File: config.mk
export PLATFORM = sky130hd
export DESIGN_NAME = qmr_div
export DESIGN_NICKNAME = d
export VERILOG_FILES = /design/src/sv/qmr_pkg.sv /design/src/sv/qmr_div.sv
export SDC_FILE = /design/constraint.sdc
export NUM_CORES = 2
export LEC_CHECK = 0
export BUFFER_PORTS_ARGS = -buffer_cell sky130_fd_sc_hd__buf_2
export CORE_MARGIN = 3
export CORE_UTILIZATION = 23
export DETAILED_ROUTE_END_ITERATION = 10
export GPL_TIMING_DRIVEN = 0
export RECOVER_POWER = 25
export SKIP_CTS_REPAIR_TIMING = 1
export SYNTH_ARGS = -nofsm -noshare
export SYNTH_HDL_FRONTEND = slang
export SYNTH_SLANG_ARGS = --single-unit
File: constraint.sdc
create_clock -name clock -period 17.4 [get_ports clock]
set_input_delay 0.87 -clock clock [delete_from_list [all_inputs] [get_ports clock]]
set_output_delay 0.87 -clock clock [all_outputs]
set_load 0.03 [all_outputs]
File: src/sv/qmr_pkg.sv
// Shared widths, codes and transfer payload types of the quaternion unit.
package qmr_pkg;

   localparam int DW = 16;            // width of every data field
   localparam int PW = 2 * DW;        // width of one component product
   localparam int MW = 2 * DW + 2;    // width of a four-product sum or matrix entry
   localparam int NW = 2 * DW + 1;    // width of the squared norm
   localparam int SW = 3 * DW + 3;    // width of a rotation numerator

   localparam logic MODE_MUL = 1'b0;
   localparam logic MODE_ROT = 1'b1;

   typedef struct packed {
      logic                 mode;
      logic signed [DW-1:0] a_w;
      logic signed [DW-1:0] a_x;
      logic signed [DW-1:0] a_y;
      logic signed [DW-1:0] a_z;
      logic signed [DW-1:0] b_w;
      logic signed [DW-1:0] b_x;
      logic signed [DW-1:0] b_y;
      logic signed [DW-1:0] b_z;
   } req_type;

   typedef struct packed {
      logic signed [DW-1:0] r_w;
      logic signed [DW-1:0] r_x;
      logic signed [DW-1:0] r_y;
      logic signed [DW-1:0] r_z;
      logic                 overflow;
      logic                 div_zero;
   } rsp_type;

endpackage

File: src/sv/qmr_div.sv
// Pipelined restoring divider with rounding and saturation for one rotated component.
module qmr_div (
   input  logic                          clock,
   input  logic                          enable,
   input  logic signed [qmr_pkg::SW-1:0] num,
   input  logic        [qmr_pkg::NW-1:0] den,
   output logic signed [qmr_pkg::DW-1:0] quot,
   output logic                          ovf
);

   localparam int DW = qmr_pkg::DW;
   localparam int SW = qmr_pkg::SW;
   localparam int NW = qmr_pkg::NW;
   localparam int RW = SW - 1;

   logic [RW-1:0] rem_ff [DW+2];
   logic [DW:0]   q_ff   [DW+2];
   logic [NW-1:0] den_ff [DW+2];
   logic          neg_ff [DW+2];
   logic          big_ff [DW+2];

   logic [RW-1:0] mag_in;
   logic          big_in;

   logic signed [DW-1:0] quot_ff, quot_in;
   logic                 ovf_ff, ovf_in;

   always_comb begin
      mag_in = num[SW-1] ? RW'(-num) : RW'(num);
      // Any quotient at or above 2^(DW+1) saturates, so those bits are never formed.
      big_in = mag_in >= (RW'(den) << (DW + 1));
   end

   always_ff @(posedge clock) begin
      if (enable) begin
         rem_ff[0] <= mag_in;
         q_ff[0]   <= '0;
         den_ff[0] <= den;
         neg_ff[0] <= num[SW-1];
         big_ff[0] <= big_in;
      end
   end

   for (genvar i = 0; i <= DW; i++) begin : g_step
      logic [RW-1:0] d_w;
      logic          ge_w;
      assign d_w  = RW'(den_ff[i]) << (DW - i);
      assign ge_w = rem_ff[i] >= d_w;
      always_ff @(posedge clock) begin
         if (enable) begin
            rem_ff[i+1] <= ge_w ? rem_ff[i] - d_w : rem_ff[i];
            q_ff[i+1]   <= q_ff[i] | ((DW+1)'(ge_w) << (DW - i));
            den_ff[i+1] <= den_ff[i];
            neg_ff[i+1] <= neg_ff[i];
            big_ff[i+1] <= big_ff[i];
         end
      end
   end

   always_comb begin
      logic          up;
      logic [DW+1:0] qr;
      logic [DW+1:0] lim;
      logic [DW+1:0] m;
      logic          sat;
      up  = {rem_ff[DW+1][NW-1:0], 1'b0} >= {1'b0, den_ff[DW+1]};
      qr  = (DW+2)'(q_ff[DW+1]) + (DW+2)'(up);
      lim = neg_ff[DW+1] ? ((DW+2)'(1) << (DW - 1)) : ((DW+2)'(1) << (DW - 1)) - 1'b1;
      sat = big_ff[DW+1] || (qr > lim);
      m   = sat ? lim : qr;
      quot_in = neg_ff[DW+1] ? -m[DW-1:0] : m[DW-1:0];
      ovf_in  = sat;
   end

   always_ff @(posedge clock) begin
      if (enable) begin
         quot_ff <= quot_in;
         ovf_ff  <= ovf_in;
      end
   end

   assign quot = quot_ff;
   assign ovf  = ovf_ff;

endmodule

# ---- Word-level counts from Yosys, hierarchy flattened
# Memories as Yosys holds them, arrays and structs flattened.
# Index checks and enable logic that the tools add are counted.
dict set report word_totals {
  output_inout_bits 17
  ff_bits 17
  ramBits 1836
  mem_count 5
}
# memory depth word_bits read_ports rd_clocked_by_memory_dff wr line
set memory_table {}
lappend memory_table {rem_ff 18 50 18 0 18 qmr_div.sv:16} ;# logic [RW-1:0] rem_ff [DW+2];
lappend memory_table {den_ff 18 33 18 0 18 qmr_div.sv:18} ;# logic [NW-1:0] den_ff [DW+2];
lappend memory_table {q_ff 18 17 18 0 18 qmr_div.sv:17} ;# logic [DW:0] q_ff [DW+2];
lappend memory_table {big_ff 18 1 18 0 18 qmr_div.sv:20} ;# logic big_ff [DW+2];
lappend memory_table {neg_ff 18 1 18 0 18 qmr_div.sv:19} ;# logic neg_ff [DW+2];
dict set report op_classes {
  add_sub_neg 20
  bitwise 17
  n_lt_le_gt_ge 20
  n_reduce_logical 1
  mux 23
}
# operator count
set ops {}
lappend ops {{$mux W50} 18}
lappend ops {{$ge A50 B33 Y1} 1}
lappend ops {{$ge A50 B34 Y1} 1}
lappend ops {{$ge A50 B35 Y1} 1}
lappend ops {{$ge A50 B36 Y1} 1}
lappend ops {{$ge A50 B37 Y1} 1}
lappend ops {{$ge A50 B38 Y1} 1}
lappend ops {{$ge A50 B39 Y1} 1}
lappend ops {{$ge A50 B40 Y1} 1}
lappend ops {{$ge A50 B41 Y1} 1}
lappend ops {{$ge A50 B42 Y1} 1}
lappend ops {{$ge A50 B43 Y1} 1}
lappend ops {{$ge A50 B44 Y1} 1}
lappend ops {{$ge A50 B45 Y1} 1}
lappend ops {{$ge A50 B46 Y1} 1}
lappend ops {{$ge A50 B47 Y1} 1}
lappend ops {{$ge A50 B48 Y1} 1}
lappend ops {{$ge A50 B49 Y1} 1}
lappend ops {{$ge A50 B50 Y1} 1}
lappend ops {{$neg A50 Y50} 1}
lappend ops {{$sub A50 B33 Y50} 1}
lappend ops {{$sub A50 B34 Y50} 1}
lappend ops {{$sub A50 B35 Y50} 1}
lappend ops {{$sub A50 B36 Y50} 1}
lappend ops {{37 further kinds} 40}

# ---- Logic depth before layout (Yosys ltp)
# An unclocked memory read counts as a cell.
dict set report logic_depth {
  ltp_word 8
  ltp_mapped 37
}

# ---- Least setup slack after synthesis
# No wires, ideal clock.
dict set report synth_timing {
  path_kind {flip-flop to flip-flop}
  from {memory rem_ff[17][0] in the netlist's numbering}
  to {register quot_ff[12] (netlist: quot[12]), data pin}
  synth_period_minus_slack_ps 6146
  required_ps 17130
  arrival_time_ps 5875
  slack_ps 11254
  stages_incl_launch_ff 36
  path_cell_list {edfxtp_1 -> ha_1 -> nor2b_1 -> o21a_1 -> o21a_1 -> o21a_1 -> o21a_1 -> o21a_1 -> o21ai_0 -> nand2b_1 -> a211oi_1 -> o31ai_1 -> a31o_2 -> ha_1 -> ha_1 -> and3_1 -> nand2_1 -> xor2_1 -> inv_1 -> ha_1 -> nand4_1 -> nor2_1 -> a21oi_1 -> o211ai_1 -> a21oi_1 -> nand2_1 -> a21oi_1 -> nor2_1 -> a21o_1 -> inv_1 -> ha_1 -> nand3_1 -> or3_1 -> or3_1 -> a21oi_1 -> a21oi_1}
}
# item line
set synth_lines {}
lappend synth_lines {{start: declaration} qmr_div.sv:16}
lappend synth_lines {{end signal: assignment} qmr_div.sv:77} ;# quot_ff <= quot_in;
lappend synth_lines {{end: declaration} qmr_div.sv:25} ;# logic signed [DW-1:0] quot_ff, quot_in;

==> results.py <==
metrics = {
    "drt": {
        "drc": 0,
        "vias_per_cell": 4.343,
        "ant_nets": 0,
        "wire_per_inst_um": 14.75,
        "drt_iter0_markers": 3644,
        "drt-total-wl_um": 211800,
        "dr.pass1.iters": 8,
        "num_vias": 62352,
    },
    "floorplan": {
        "die_x_um": 645.8,
        "core_area_mm2": 0.4070,
        "die_area_mm2": 0.4170,
        "die_y_um": 645.8,
        "num_rows": 234,
        "initial_utilization": 0.2313,
        "io-pin-count": 103,
    },
    "worst_setup_path": {
        "path_buf_inv": 10,
        "timing.rr.start": "den_ff[17][1]",
        "cp_common_cell": "buf_16",
        "r2r_slack_ns": 9.93,
        "crit_required_ns": 17.87,
        "critical_path.max_fanout": 189,
        "cp_top_family": "buffers and inverters",
        "critPathCaptureType": "flip-flop",
        "crit_chain": "clkbuf_1, buf_16, buf_16, buf_16, buf_16, buf_16, buf_16, buf_16, buf_16, buf_16",
        "cp_slowest_stage_delay_ns": 2.31,
        "setup.worst_path.class": "input pin to flip-flop",
        "reg2reg_to": "quot[12]",
        "critPathLaunchType": "input pin",
        "crit_slowest_cell": "clkbuf_1",
        "reg2regPathDepth": 35,
        "arrival_ns": 8.71,
    },
    "timing": {
        "rsz0062_at_grt": "no",
        "max_freq_mhz": 121.4,
        "slew_headroom": -1.228,
        "drv_slew": 64,
        "worstMarginPinSlew_ns": 3.342,
        "fin_crit_ns": 8.238,
        "hold_violations": 0,
        "skew_ns": 0.06329,
        "whs_ns": 0.1897,
        "finalCritPeriodShare": 0.4734,
        "finalSetupTns_ns": 0,
        "setup_viol": 0,
    },
    "yosys": {
        "synth-seq-cells": 1683,
        "yosys-top-cells-count": "edfxtp_1, inv_1, a21oi_1, ha_1",
        "yosys.area_share.adder": 0.08948,
        "synth_area_leaders": "edfxtp_1, ha_1, a21oi_1, xnor2_1, inv_1",
        "syn-num-nets": 9246,
        "synthCells": 8497,
        "netlist_area_mm2": 0.09414,
        "async_reset_ff_frac": 0,
        "ys.warnings.count": 0,
        "seq_area_frac_synth": 0.5369,
        "synth_compound_gate_area_share": 0.1480,
        "synth_simple_gate_area_frac": 0.1080,
        "synth_top_area_share": 0.5369,
        "synth.distinct_cells": 84,
        "syn_area_per_cell_um2": 11.08,
        "synth_edf_count": 1683,
        "synth_top_area_cell": "edfxtp_1",
        "synthMuxAreaShare": 0.01531,
        "synth-xor-area-share": 0.06206,
        "synthFlopType": "edfxtp_1",
        "synth_top_family_by_area": "compound AO/OA/AOI/OAI gates",
        "yosysMostFrequentCell": "edfxtp_1",
    },
    "placement": {
        "dp_hpwl_um": 164900,
        "dp_cells": 14038,
        "numPortBuffers": 102,
        "gp_congestion": 0.9079,
    },
    "power": {
        "peakVddDrop_uv": 85.03,
        "power_mw": 16.94,
        "power_density_mw_per_mm2": 157.7,
        "leakage_nw": 41.39,
    },
    "cts": {
        "clockBufferDepth": 4,
        "root_buffer": "clkbuf_16",
        "insertion_delay_ns": 0.87,
        "htree_levels": 4,
        "cts_buffers": 184,
        "tritoncts": "done",
        "clk_pin_slew_worst_paths_ns": 0.06,
        "cts.sink_count": 1683,
    },
    "cells_and_area": {
        "final_cells": 14358,
        "final_layout_size_suffix_gt1_frac": 0.05768,
        "syn_to_final_growth_pct": 14.12,
        "final_util": 0.2640,
        "fillCellCount": 42682,
        "seqCellArea_mm2": 0.05054,
        "multiInputGateArea_mm2": 0.03981,
        "fin_nets": 9545,
    },
    "grt": {
        "antenna_found_initial": 2,
        "grt_overflow": 0,
        "grt_util_all_layers": 0.09906,
        "grt_pass1_vias": 62357,
        "grt_pass1_wl_um": 336100,
        "grt_start_max_net_pins": 190,
    },
    "min_path": {
        "whs_path_depth": 1,
        "hp-start": "den[13]",
        "worstHoldPathType": "input pin to flip-flop",
        "holdPathEnd": "den_ff[0][13]",
    },
    "run_status": {
        "violations": "capacitance limit, slew limit",
        "outcome": "finished, violations left",
    },
    "run": {
        "maxCapViolations": 1,
    },
}
flip-flops by register name, summed over array words and instances (netlist names):
name	count
rem_ff	883
den_ff	594
q_ff	153
big_ff	18
neg_ff	18
quot	16
ovf	1
routing by layer:
layer,global-route usage,up-vias,routed length [um]
li1,-,31781,-
met1,0.1162,28837,90970
met2,0.1743,1218,101000
met3,0.01337,516,7069
met4,0.05431,0,12730
met5,0,-,0
final cells by class:
cell class | instances | share of cell area
sequential | 1683 | 0.4704
multi-input combinational | 5803 | 0.3706
tap | 5428 | 0.06322
clock buffer | 227 | 0.04436
inverter | 810 | 0.02830
clock inverter | 92 | 0.008852
timing repair buffer | 113 | 0.007186
buffer | 201 | 0.007058
antenna | 1 | 0.00002329
where the power goes:
group	total, mW	internal, mW	switching [mW]
clock network	3.79	2.21	1.58
logic	6.75	2.95	3.80
registers	6.40	5.81	0.588
total	16.9	11.0	5.97
cell families (layout without fill, tap and decap cells):
| group | count (synthesis) | after routing |
|---|---|---|
| buffers and inverters | 1011 | 1443 |
| other | 0 | 1 |
| multiplexers | 129 | 129 |
| AND/OR/NAND/NOR | 2096 | 2096 |
| adder cells (fa/ha/maj) | 663 | 663 |
| XOR/XNOR | 667 | 667 |
| flip-flops | 1683 | 1683 |
| AO/OA/AOI/OAI | 2248 | 2248 |
worst register-to-register path, delay by kind of cell (launching register included):
family                     cells  cell delay, ns
buffers and inverters          2            0.18
and+or+nand+nor               11            1.84
xor gates and xnor gates       1            0.31
adders and majority gates      5            1.37
AOI/OAI and AO/OA             16            3.17
DFF                            1            0.36
cell usage in the layout (no fill, tap or decap), types with 35 or more instances in the layout:
master and instances:
and3_1 51, o21bai_1 74, buf_2 72, mux2_2 120, clkinv_1 35, nor3_1 107, nor2_1 584, o21a_1 98
a211oi_1 53, o31ai_1 64, nand4_1 123, nand2_1 584, inv_1 809, or3_1 45, edfxtp_1 1683, clkbuf_1 255
xnor2_1 417, nor2b_1 101, nand3_1 137, a21oi_1 772, ha_1 646, nand2b_1 98, a21o_1 356, a31oi_1 60
xor2_1 250, nor4_1 82, o21ai_0 501, clkbuf_16 184
stage by stage:
step | setup WS [ns] | area [um^2]
CTS | 9.779 | 107500
floorplan | 11.25 | 94140
global route | 8.230 | 107400
detailed placement | 9.795 | 101800
global placement | -11.06 | 101400
finish | 9.162 | 107400
how the worst max path moves through the flow:
stage,endpoint,cells past startpoint,startpoint,slack [ns]
global placement,den_ff[0][28],1,enable,-11.06
floorplan,quot[12],35,rem_ff[17][0],11.25
detailed placement,quot[12],35,rem_ff[17][0],9.80
global route,den_ff[1][32],10,enable,8.23
finish,den_ff[1][32],10,enable,9.16
CTS,quot[12],35,rem_ff[17][0],9.78
(Power assumes the default switching activity.)
